### config.mk
export PLATFORM = sky130hd
export DESIGN_NAME = positional_array_insert_delete_top
export DESIGN_NICKNAME = d
export VERILOG_FILES = /design/src/pae_pkg.sv /design/src/pae_ram.sv /design/src/pae_ctrl.sv /design/src/positional_array_insert_delete_top.sv
export SDC_FILE = /design/constraint.sdc
export NUM_CORES = 2
export LEC_CHECK = 0
export BUFFER_PORTS_ARGS = -buffer_cell sky130_fd_sc_hd__buf_2
export CORE_ASPECT_RATIO = 0.75
export CORE_MARGIN = 1
export CORE_UTILIZATION = 33
export CTS_CLUSTER_SIZE = 28
export DETAILED_ROUTE_END_ITERATION = 6
export PLACE_DENSITY = 0.46
export REMOVE_ABC_BUFFERS = 1
export SYNTH_ARGS = -nofsm -noshare
export SYNTH_HDL_FRONTEND = slang
export SYNTH_SLANG_ARGS = --single-unit
### constraint.sdc
create_clock -name clk_i -period 15.5 [get_ports clk_i]
set_input_delay 0.775 -clock clk_i [delete_from_list [all_inputs] [get_ports clk_i]]
set_output_delay 0.775 -clock clk_i [all_outputs]
set_load 0.01 [all_outputs]
### src/pae_pkg.sv
package pae_pkg;

  // array geometry
  localparam int unsigned DEPTH  = 32;
  localparam int unsigned ADDR_W = $clog2(DEPTH);
  localparam int unsigned CNT_W  = 6;
  localparam int unsigned WORD_W = 64;
  localparam int unsigned OP_W   = 3;
  localparam int unsigned STAT_W = 2;

  // operation codes
  typedef enum logic [OP_W-1:0] {
    OP_APPEND = 3'd0,
    OP_INSERT = 3'd1,
    OP_DELETE = 3'd2,
    OP_DUP    = 3'd3,
    OP_REMOVE = 3'd4,
    OP_READ   = 3'd5
  } op_e;

  // result status codes
  typedef enum logic [STAT_W-1:0] {
    ST_DONE    = 2'd0,
    ST_RANGE   = 2'd1,
    ST_FULL    = 2'd2,
    ST_MISSING = 2'd3
  } status_e;

  // sequencer states
  typedef enum logic [3:0] {
    S_IDLE,
    S_DECIDE,
    S_SCAN,
    S_SHUP,
    S_SHDN,
    S_COMPACT,
    S_PUT,
    S_READ,
    S_DONE
  } state_e;

  // one finished result
  typedef struct packed {
    status_e           status;
    logic [WORD_W-1:0] read_word;
    logic [CNT_W-1:0]  fill_count;
    logic [CNT_W-1:0]  removed_count;
  } res_t;

endpackage

### src/pae_ram.sv
module pae_ram #(
  parameter int unsigned WIDTH = 64,
  parameter int unsigned DEPTH = 32
) (
  input  logic                     clk_i,
  input  logic                     we_i,
  input  logic [$clog2(DEPTH)-1:0] waddr_i,
  input  logic [WIDTH-1:0]         wdata_i,
  input  logic                     re_i,
  input  logic [$clog2(DEPTH)-1:0] raddr_i,
  output logic [WIDTH-1:0]         rdata_o
);

  logic [WIDTH-1:0] mem_q [DEPTH];
  logic [WIDTH-1:0] rdata_q;

  // one write port
  always_ff @(posedge clk_i) begin
    if (we_i) begin
      mem_q[waddr_i] <= wdata_i;
    end
  end

  // registered read port
  always_ff @(posedge clk_i) begin
    if (re_i) begin
      rdata_q <= mem_q[raddr_i];
    end
  end

  assign rdata_o = rdata_q;

endmodule

### src/pae_ctrl.sv
module pae_ctrl (
  input  logic                             clk_i,
  input  logic                             rst_ni,
  input  logic                             start_i,
  input  logic [pae_pkg::OP_W-1:0]         operation_i,
  input  logic [pae_pkg::CNT_W-1:0]        position_i,
  input  logic [pae_pkg::WORD_W-1:0]       value_i,
  output logic                             busy_o,
  output logic                             res_valid_o,
  output pae_pkg::res_t                    res_o,
  output logic                             ram_we_o,
  output logic [pae_pkg::ADDR_W-1:0]       ram_waddr_o,
  output logic [pae_pkg::WORD_W-1:0]       ram_wdata_o,
  output logic                             ram_re_o,
  output logic [pae_pkg::ADDR_W-1:0]       ram_raddr_o,
  input  logic [pae_pkg::WORD_W-1:0]       ram_rdata_i
);

  localparam logic [pae_pkg::CNT_W-1:0] DepthC = pae_pkg::CNT_W'(pae_pkg::DEPTH);
  localparam logic [pae_pkg::CNT_W-1:0] OneC   = pae_pkg::CNT_W'(1);

  pae_pkg::state_e             state_q, state_d;
  pae_pkg::op_e                op_q, op_d;
  pae_pkg::status_e            status_q, status_d;
  logic [pae_pkg::CNT_W-1:0]   pos_q, pos_d;
  logic [pae_pkg::WORD_W-1:0]  val_q, val_d;
  logic [pae_pkg::WORD_W-1:0]  word_q, word_d;
  logic [pae_pkg::CNT_W-1:0]   cnt_q, cnt_d;
  logic [pae_pkg::CNT_W-1:0]   idx_q, idx_d;
  logic [pae_pkg::CNT_W-1:0]   tgt_q, tgt_d;
  logic [pae_pkg::CNT_W-1:0]   at_q, at_d;
  logic [pae_pkg::CNT_W-1:0]   wr_q, wr_d;
  logic [pae_pkg::CNT_W-1:0]   rem_q, rem_d;
  logic                        pend_q, pend_d;

  logic full;
  logic eq;
  logic match;
  logic issue;
  logic walk_end;
  logic ins_bad;
  logic del_bad;
  logic rd_bad;

  // shared word comparator and range checks
  assign full     = (cnt_q >= DepthC);
  assign eq       = (ram_rdata_i == val_q);
  assign match    = pend_q && eq;
  assign ins_bad  = (pos_q == '0) ||
                    ({1'b0, pos_q} > ({1'b0, cnt_q} + {1'b0, OneC}));
  assign del_bad  = (pos_q == '0) || (pos_q > cnt_q);
  assign rd_bad   = (pos_q >= cnt_q);

  // whether the walk issues a read this cycle
  always_comb begin
    issue = 1'b0;
    unique case (state_q)
      pae_pkg::S_SCAN:    issue = (idx_q < cnt_q) && !match;
      pae_pkg::S_SHUP:    issue = (idx_q > at_q);
      pae_pkg::S_SHDN,
      pae_pkg::S_COMPACT: issue = (idx_q < cnt_q);
      default:            issue = 1'b0;
    endcase
  end

  assign walk_end = !issue && !pend_q;

  // next state
  always_comb begin
    state_d = state_q;
    unique case (state_q)
      pae_pkg::S_IDLE: begin
        if (start_i) state_d = pae_pkg::S_DECIDE;
      end
      pae_pkg::S_DECIDE: begin
        unique case (op_q)
          pae_pkg::OP_APPEND: state_d = full ? pae_pkg::S_DONE : pae_pkg::S_PUT;
          pae_pkg::OP_INSERT: state_d = (ins_bad || full) ? pae_pkg::S_DONE : pae_pkg::S_SHUP;
          pae_pkg::OP_DELETE: state_d = del_bad ? pae_pkg::S_DONE : pae_pkg::S_SHDN;
          pae_pkg::OP_DUP:    state_d = pae_pkg::S_SCAN;
          pae_pkg::OP_REMOVE: state_d = pae_pkg::S_COMPACT;
          pae_pkg::OP_READ:   state_d = rd_bad ? pae_pkg::S_DONE : pae_pkg::S_READ;
          default:            state_d = pae_pkg::S_DONE;
        endcase
      end
      pae_pkg::S_SCAN: begin
        if (match) begin
          state_d = full ? pae_pkg::S_DONE : pae_pkg::S_SHUP;
        end else if (walk_end) begin
          state_d = pae_pkg::S_DONE;
        end
      end
      pae_pkg::S_SHUP: begin
        if (walk_end) state_d = pae_pkg::S_PUT;
      end
      pae_pkg::S_SHDN,
      pae_pkg::S_COMPACT: begin
        if (walk_end) state_d = pae_pkg::S_DONE;
      end
      pae_pkg::S_PUT,
      pae_pkg::S_READ: state_d = pae_pkg::S_DONE;
      pae_pkg::S_DONE: state_d = pae_pkg::S_IDLE;
      default:         state_d = pae_pkg::S_IDLE;
    endcase
  end

  // memory port and handshake outputs
  always_comb begin
    ram_re_o    = issue;
    ram_raddr_o = idx_q[pae_pkg::ADDR_W-1:0];
    ram_we_o    = 1'b0;
    ram_waddr_o = tgt_q[pae_pkg::ADDR_W-1:0];
    ram_wdata_o = ram_rdata_i;
    unique case (state_q)
      pae_pkg::S_DECIDE: begin
        ram_re_o    = (op_q == pae_pkg::OP_READ) && !rd_bad;
        ram_raddr_o = pos_q[pae_pkg::ADDR_W-1:0];
      end
      pae_pkg::S_SHUP: begin
        ram_raddr_o = idx_q[pae_pkg::ADDR_W-1:0] - pae_pkg::ADDR_W'(1);
        ram_we_o    = pend_q;
      end
      pae_pkg::S_SHDN: begin
        ram_we_o = pend_q;
      end
      pae_pkg::S_COMPACT: begin
        ram_we_o    = pend_q && !eq;
        ram_waddr_o = wr_q[pae_pkg::ADDR_W-1:0];
      end
      pae_pkg::S_PUT: begin
        ram_we_o    = 1'b1;
        ram_waddr_o = at_q[pae_pkg::ADDR_W-1:0];
        ram_wdata_o = val_q;
      end
      default: begin
      end
    endcase
  end

  assign busy_o      = (state_q != pae_pkg::S_IDLE);
  assign res_valid_o = (state_q == pae_pkg::S_DONE);
  assign res_o       = '{status:        status_q,
                         read_word:     word_q,
                         fill_count:    cnt_q,
                         removed_count: rem_q};

  // datapath next values
  always_comb begin
    op_d     = op_q;
    pos_d    = pos_q;
    val_d    = val_q;
    status_d = status_q;
    word_d   = word_q;
    cnt_d    = cnt_q;
    idx_d    = idx_q;
    tgt_d    = tgt_q;
    at_d     = at_q;
    wr_d     = wr_q;
    rem_d    = rem_q;
    pend_d   = issue;
    unique case (state_q)
      pae_pkg::S_IDLE: begin
        if (start_i) begin
          op_d     = pae_pkg::op_e'(operation_i);
          pos_d    = position_i;
          val_d    = value_i;
          status_d = pae_pkg::ST_DONE;
          word_d   = '0;
          rem_d    = '0;
        end
      end
      pae_pkg::S_DECIDE: begin
        unique case (op_q)
          pae_pkg::OP_APPEND: begin
            if (full) status_d = pae_pkg::ST_FULL;
            at_d = cnt_q;
          end
          pae_pkg::OP_INSERT: begin
            if (ins_bad) status_d = pae_pkg::ST_RANGE;
            else if (full) status_d = pae_pkg::ST_FULL;
            at_d  = pos_q - OneC;
            idx_d = cnt_q;
          end
          pae_pkg::OP_DELETE: begin
            if (del_bad) status_d = pae_pkg::ST_RANGE;
            idx_d = pos_q;
          end
          pae_pkg::OP_DUP: begin
            idx_d = '0;
          end
          pae_pkg::OP_REMOVE: begin
            idx_d = '0;
            wr_d  = '0;
          end
          pae_pkg::OP_READ: begin
            if (rd_bad) status_d = pae_pkg::ST_RANGE;
          end
          default: begin
          end
        endcase
      end
      pae_pkg::S_SCAN: begin
        if (issue) begin
          idx_d = idx_q + OneC;
          tgt_d = idx_q;
        end
        // first match found: shift up from there
        if (match) begin
          at_d  = tgt_q;
          idx_d = cnt_q;
          if (full) status_d = pae_pkg::ST_FULL;
        end else if (walk_end) begin
          status_d = pae_pkg::ST_MISSING;
        end
      end
      pae_pkg::S_SHUP: begin
        if (issue) begin
          idx_d = idx_q - OneC;
          tgt_d = idx_q;
        end
      end
      pae_pkg::S_SHDN: begin
        if (issue) begin
          idx_d = idx_q + OneC;
          tgt_d = idx_q - OneC;
        end
        if (walk_end) cnt_d = cnt_q - OneC;
      end
      pae_pkg::S_COMPACT: begin
        if (issue) idx_d = idx_q + OneC;
        // keep non-matching entries in order
        if (pend_q) begin
          if (eq) rem_d = rem_q + OneC;
          else    wr_d  = wr_q + OneC;
        end
        if (walk_end) begin
          cnt_d = wr_q;
          if (rem_q == '0) status_d = pae_pkg::ST_MISSING;
        end
      end
      pae_pkg::S_PUT: begin
        cnt_d = cnt_q + OneC;
      end
      pae_pkg::S_READ: begin
        word_d = ram_rdata_i;
      end
      default: begin
      end
    endcase
  end

  // control registers
  always_ff @(posedge clk_i or negedge rst_ni) begin
    if (!rst_ni) begin
      state_q <= pae_pkg::S_IDLE;
      cnt_q   <= '0;
      pend_q  <= 1'b0;
    end else begin
      state_q <= state_d;
      cnt_q   <= cnt_d;
      pend_q  <= pend_d;
    end
  end

  // payload registers
  always_ff @(posedge clk_i) begin
    op_q     <= op_d;
    pos_q    <= pos_d;
    val_q    <= val_d;
    status_q <= status_d;
    word_q   <= word_d;
    idx_q    <= idx_d;
    tgt_q    <= tgt_d;
    at_q     <= at_d;
    wr_q     <= wr_d;
    rem_q    <= rem_d;
  end

endmodule

### src/positional_array_insert_delete_top.sv
// sequence: an accepted item goes to decide, then to put, read or a walk, or straight to done
// if rejected or spare; done_o is registered from done; searches, shifts and compaction walk the
// array one entry per cycle on the single ram read port
// throughput: one item at a time; busy_o drops as the result is registered
// reset: async active low; fill count cleared, array contents undefined until written
// the receiver cannot stall: each result shows for one cycle with done_o
module positional_array_insert_delete_top (
  input  logic                               clk_i,
  input  logic                               rst_ni,
  input  logic                               start_i,
  output logic                               busy_o,
  input  logic [pae_pkg::OP_W-1:0]           operation_i,
  input  logic [pae_pkg::CNT_W-1:0]          position_i,
  input  logic [pae_pkg::WORD_W-1:0]         value_i,
  output logic                               done_o,
  output logic [pae_pkg::STAT_W-1:0]         status_o,
  output logic [pae_pkg::WORD_W-1:0]         read_word_o,
  output logic [pae_pkg::CNT_W-1:0]          fill_count_o,
  output logic [pae_pkg::CNT_W-1:0]          removed_count_o
);

  logic                          ram_we;
  logic [pae_pkg::ADDR_W-1:0]    ram_waddr;
  logic [pae_pkg::WORD_W-1:0]    ram_wdata;
  logic                          ram_re;
  logic [pae_pkg::ADDR_W-1:0]    ram_raddr;
  logic [pae_pkg::WORD_W-1:0]    ram_rdata;
  logic                          res_valid;
  pae_pkg::res_t                 res;
  pae_pkg::res_t                 res_q;
  logic                          done_q;

  // element store
  pae_ram #(
    .WIDTH (pae_pkg::WORD_W),
    .DEPTH (pae_pkg::DEPTH)
  ) u_ram (
    .clk_i   (clk_i),
    .we_i    (ram_we),
    .waddr_i (ram_waddr),
    .wdata_i (ram_wdata),
    .re_i    (ram_re),
    .raddr_i (ram_raddr),
    .rdata_o (ram_rdata)
  );

  // sequencer with shared compare unit
  pae_ctrl u_ctrl (
    .clk_i       (clk_i),
    .rst_ni      (rst_ni),
    .start_i     (start_i),
    .operation_i (operation_i),
    .position_i  (position_i),
    .value_i     (value_i),
    .busy_o      (busy_o),
    .res_valid_o (res_valid),
    .res_o       (res),
    .ram_we_o    (ram_we),
    .ram_waddr_o (ram_waddr),
    .ram_wdata_o (ram_wdata),
    .ram_re_o    (ram_re),
    .ram_raddr_o (ram_raddr),
    .ram_rdata_i (ram_rdata)
  );

  // result strobe
  always_ff @(posedge clk_i or negedge rst_ni) begin
    if (!rst_ni) begin
      done_q <= 1'b0;
    end else begin
      done_q <= res_valid;
    end
  end

  // result register
  always_ff @(posedge clk_i) begin
    if (res_valid) begin
      res_q <= res;
    end
  end

  assign done_o          = done_q;
  assign status_o        = res_q.status;
  assign read_word_o     = res_q.read_word;
  assign fill_count_o    = res_q.fill_count;
  assign removed_count_o = res_q.removed_count;

endmodule

After elaboration in Yosys (flattened, before gate mapping)
Memory sizes are Yosys's and may differ from the RTL's. A register that Yosys moved wholly into a read port is not among the register bits. Index checks and enable logic that the tools add are counted.

Logic and storage cells: 161. Bits of input ports: 76. Latch bits: 0. Register bits: 259. Memories kept: 1. Memory bits (writable): 2048. Bits in read-only memories: 0.

$add $sub $neg: 9. Divide/modulo/power cells: 0. Shift operators: 0. Reductions and logical operators: 41. Equal/unequal tests: 33. $mul: 0. Muxes and demuxes: 53. Bitwise gates (word level): 0. Magnitude comparators: 6.

Memory list: u_ram.mem_q (depth 32, width 64, rd ports 1, clocked after Yosys merged registers in 1, wr ports 1, RTL line pae_ram.sv:14) `logic [WIDTH-1:0] mem_q [DEPTH];`.

Operators with widths (number): $mux 64 (2); $pmux 64 s2 (1); $mux 6 (13); $eq 64x64->1 (1); $pmux 6 s2 (5); $pmux 4 s6 (2); $mux 4 (9); $pmux 6 s3 (2); $add 6x1->6 const B (4); $pmux 6 s4 (1); $ne 2x1->1 const B (10); $pmux 5 s2 (2); $mux 2 (9); $sub 6x1->6 const B (3); $eq 4x3->1 const B (4); $pmux 2 s4 (2); $gt 6x6->1 (2); $logic_not 6->1 (2); $reduce_and 3->1 (4); $reduce_bool 4->1 (3); $reduce_bool 2->1 (5); $reduce_or 2->1 (5); $eq 4x2->1 const B (2); $reduce_and 4->1 (2); other kinds (27) (47).

Depth between registers and ports, before layout
Word-level depth: 10. Depth in mapped cells: 13.

Modules after synthesis
A second synthesis with hierarchy kept.

Cells, all modules: 4158. Area, all modules: 92059.5 um2.

Modules (own cells, without submodules): pae_ram (cells each 3096, sequential area each 63420.8 um2, area an instance 79605.1 um2, instances 1); pae_ctrl (cells each 983, sequential area each 5350.1 um2, area an instance 10087.2 um2, instances 1); positional_array_insert_delete_top (cells each 79, sequential area each 2367.3 um2, area an instance 2367.3 um2, instances 1).

Worst setup path before layout
No wires, ideal clock.

Kind: flip-flop to flip-flop. From: register u_ctrl.state_q[1]. To: register done_q, in the netlist done_o. Path buffers: 4. Data required time: 14.564 ns. Slack: 5.441 ns. Cell stages (with the launch flop): 6. Setup time: 0.936 ns. Data arrival time: 9.124 ns. Period minus slack after synthesis: 10.059 ns. Cell sequence: dfrtp_1 -> buf_2 -> buf_2 -> buf_2 -> clkbuf_1 -> nor4b_1.

Word-level cells in the longest chain between the ends: 1.

Ends and longest elaborated chain: start: declaration (RTL line pae_ctrl.sv:22) `pae_pkg::state_e state_q, state_d;`; start signal: assignment (RTL line pae_ctrl.sv:255) `state_q <= pae_pkg::S_IDLE;`; start signal: assignment (RTL line pae_ctrl.sv:259) `state_q <= state_d;`; $eq 4x4->1 (RTL line pae_ctrl.sv:141) `assign res_valid_o = (state_q == pae_pkg::S_DONE);`; net res_valid (RTL line positional_array_insert_delete_top.sv:28) `logic res_valid;`; end signal: assignment (RTL line positional_array_insert_delete_top.sv:71) `done_q <= res_valid;`; end: declaration (RTL line positional_array_insert_delete_top.sv:31) `logic done_q;`.

The timed path passes the listed nets, and every way through them passes these cells. A chain may end at the register's enable or synchronous reset.

Final worst setup path
From: register u_ram.rdata_q[59], in the netlist u_ram.rdata_o[59] (read register of u_ram.mem_q). To: memory u_ram.mem_q[29][49], enable pin.

Word-level cells in the longest chain between the ends: 6.

Ends and longest elaborated chain: start: declaration (RTL line pae_ram.sv:15) `logic [WIDTH-1:0] rdata_q;`; $eq 64x64->1 (RTL line pae_ctrl.sv:47) `assign eq = (ram_rdata_i == val_q);`; $logic_not 1->1 (RTL line pae_ctrl.sv:127) `ram_we_o = pend_q && !eq;`; $logic_and 1x1->1 (RTL line pae_ctrl.sv:127); $pmux 1 s3 (RTL line pae_ctrl.sv:114) `unique case (state_q)`; $mux 1 (RTL line pae_ram.sv:19) `if (we_i) begin`; $mux 1 (implied by the code) (RTL line pae_ram.sv:20) `mem_q[waddr_i] <= wdata_i;`; end: declaration (RTL line pae_ram.sv:14).

Every way passes these cells.

==> flow_summary.ini <==
[outcome]
status = finished clean

[routing]
viasPerCell = 5.58
wire_per_inst_um = 30.2
first_pass_iters = 6
drc = 0
postRouteAntennaNets = 0
drtIter0Drc = 7670
via_count = 60000
totalWireLength_um = 324000

[worst_setup_path]
crit_arrival_ns = 6.82
crit_buf_inv = 2
rrSetupSlack_ns = 9.25
critPathKind = reg2reg
crit_required_ns = 16.06
slowest_stage = nand4_1
cp-start-kind = flip-flop
cp_max_fo = 33
critPathCaptureType = flip-flop
slowest_delay_ns = 0.93
crit_family = simple AND/OR/NAND/NOR gates
path_cells = xnor2_1 > nand4_1 > nor4_1 > nand4_1 > a21oi_1 > a211o_1 > nor3_2 > buf_4 > buf_4

[finish]
drive_above_1_share = 0.111
fillerInstances = 27000
fin_cells = 10700
most-common-layout-cells = edfxtp_1 (2,359), nand2_1 (1,580), nand3_1 (526), a311oi_1 (512), and3_1 (263)
layout_commonest_cell = edfxtp_1
final_util = 0.378
finalInstanceArea_um2 = 108000
final_nets = 6876
synthToLayoutAreaGrowth_pct = 13.8

[synth]
ys.flop_type = edfxtp_1
syn-cell-area_um2 = 95000
yosys_warnings = 0
synth_cells = 6701
seq_area_frac_synth = 0.749
synth-edff-count = 2359
avgSynthCellArea_um2 = 14.2
synth_cell_types = 68
async_flop_share = 0.00506
ys_seq_elements = 2371

[global_routing]
grt_overflow = 0
grt_usage = 0.217
antenna_found_initial = 20
grt_max_degree = 166
grt_pass1_vias = 56600
grt_pass1_wl_um = 451000

[sta]
setup_viol_count_final = 0
grt_setup_unrepaired = false
fin_crit_sh = 0.403
fmax_mhz = 160
slew_headroom = 0.156
hold_viol_final = 0
drv_slew = 0
period_minus_slack_ns = 6.25
worstMarginPinSlew_ns = 1.27
clock_skew_ns = 0.0997

[clock_tree]
cts-root-buf = clkbuf_16
cts_tree = done
cts_buffers = 241
clock_latency_ns = 0.93
htreeDepth = 4
cts.repair.resized = 0
cts_sinks = 2371
clkTransAtPathRegs_ns = 0.07
cts_buffer_depth = 4

[floorplanning]
coreArea_um2 = 286000
num_rows = 170
die_h_um = 467
die_x_um = 622
boundaryPins = 156
die_area_um2 = 290000
initial_core_util = 0.332

[power_and_ir_drop]
p_per_area_nw_per_um2 = 217
power.leakage_nw = 35.3
peakVddDrop_mv = 0.175

[place]
place_inst = 10300
io_buffers = 155
place_area_um2 = 99800
hpwl_um = 161000
gp_congestion = 0.791

[min_path]
min_path_type = in2reg

[run]
maxCapViolCount = 0
-- cells by family (layout without fill, tap and decap cells) --
family	Yosys count	after routing	synth area share
compound gates	916	916	0.0778
xor+xnor	94	94	0.00867
fa+ha+maj	37	37	0.00495
buf+inv	523	779	0.0248
flops	2371	2371	0.749
mux	68	68	0.00801
other cells	0	5	0
simple gates	2692	2692	0.127
-- final timing paths --
kind | start | to | depth (start not counted)
max | u_ram.rdata_o[59] | u_ram.mem_q[29][49] | 9
min | value_i[28] | u_ctrl.val_q[28] | 1
max reg2reg | u_ram.rdata_o[59] | u_ram.mem_q[29][49] | 9
min reg2reg | u_ctrl.word_q[1] | read_word_o[1] | 0
max in group asynchronous | rst_ni | u_ctrl.pend_q | 2
min in group asynchronous | rst_ni | u_ctrl.cnt_q[1] | 2
-- metal layers --
| layer | up-vias | wire [um] | track usage |
|---|---|---|---|
| li1 | 25900 | - | - |
| met1 | 31000 | 146000 | 0.322 |
| met2 | 2709 | 143000 | 0.327 |
| met3 | 390 | 28900 | 0.0439 |
| met4 | 8 | 7090 | 0.0483 |
| met5 | - | 47 | 0 |
-- cells in the mapped netlist, drive strengths merged (3+ instances only) --
master	n	area, um2
edfxtp	2359	70800
nand2	1588	5980
nand3	526	2630
a311oi	512	4480
buf	264	1380
and3	263	1650
a211oi	262	1970
clkbuf	235	883
xnor2	85	744
nor4	75	469
and2	70	438
mux2	64	721
nor2	58	218
nor3	49	245
o21ai	44	228
ha	36	450
a21oi	28	144
inv	23	86.3
nand4	21	131
dfrtp	12	300
nor2b	9	56.3
xor2	9	78.8
a21o	8	60.1
nand2b	8	50.1
o31ai	7	52.6
o211ai	6	50.1
or3	6	37.5
a2111oi	5	43.8
a221o	5	50.1
a31oi	5	31.3
nor4b	5	50.0
o221ai	5	43.8
o22ai	5	31.3
or2	5	31.3
a221oi	4	35.0
mux2i	4	40.0
nor3b	4	46.3
o21a	4	30.0
a211o	3	26.3
-- stage by stage --
| stage | power (W) | TNS, ns | setup WS [ns] | hold WS, ns |
|---|---|---|---|---|
| floorplan | 0.0158 | -402.31 | -6.29 | 0.400 |
| global placement | 0.0175 | 0 | 9.38 | 0.408 |
| detailed placement | 0.0175 | 0 | 9.38 | 0.405 |
| CTS | 0.0236 | 0 | 9.31 | 0.000856 |
| global route | 0.0245 | 0 | 9.08 | 0.0304 |
| finish | 0.0235 | 0 | 9.25 | 0.0532 |
-- flip-flops by register name, summed over array words and instances, names as in the netlist, 64 cells and up --
signal,flops
u_ram.mem_q,2048
u_ctrl.val_q,64
u_ram.rdata_o,64
u_ctrl.word_q,64
read_word_o,64
-- what timing repair did --
action                                 4_1_cts  5_1_grt
endpoints found under the hold margin       31        0
hold buffers                                20        0
setup buffers                                0        0
-- area by class of cell --
type	instances	area [um2]	share of cell area
diodes	5	12.5	0.000116
clock buffers	286	6390	0.0591
clock inverters	151	1680	0.0155
inverters	24	95.1	0.000880
multi-input cells	3807	21800	0.202
flip-flops and latches	2371	71100	0.658
well taps	3784	4730	0.0438
repair buffers	318	2250	0.0208
-- report_power, final --
part | switching (W) | internal (W)
Sequential | 0.000292 | 0.00847
Combinational | 0.00655 | 0.00211
Clock | 0.00254 | 0.00353
Power figures use the tool's default switching activity.
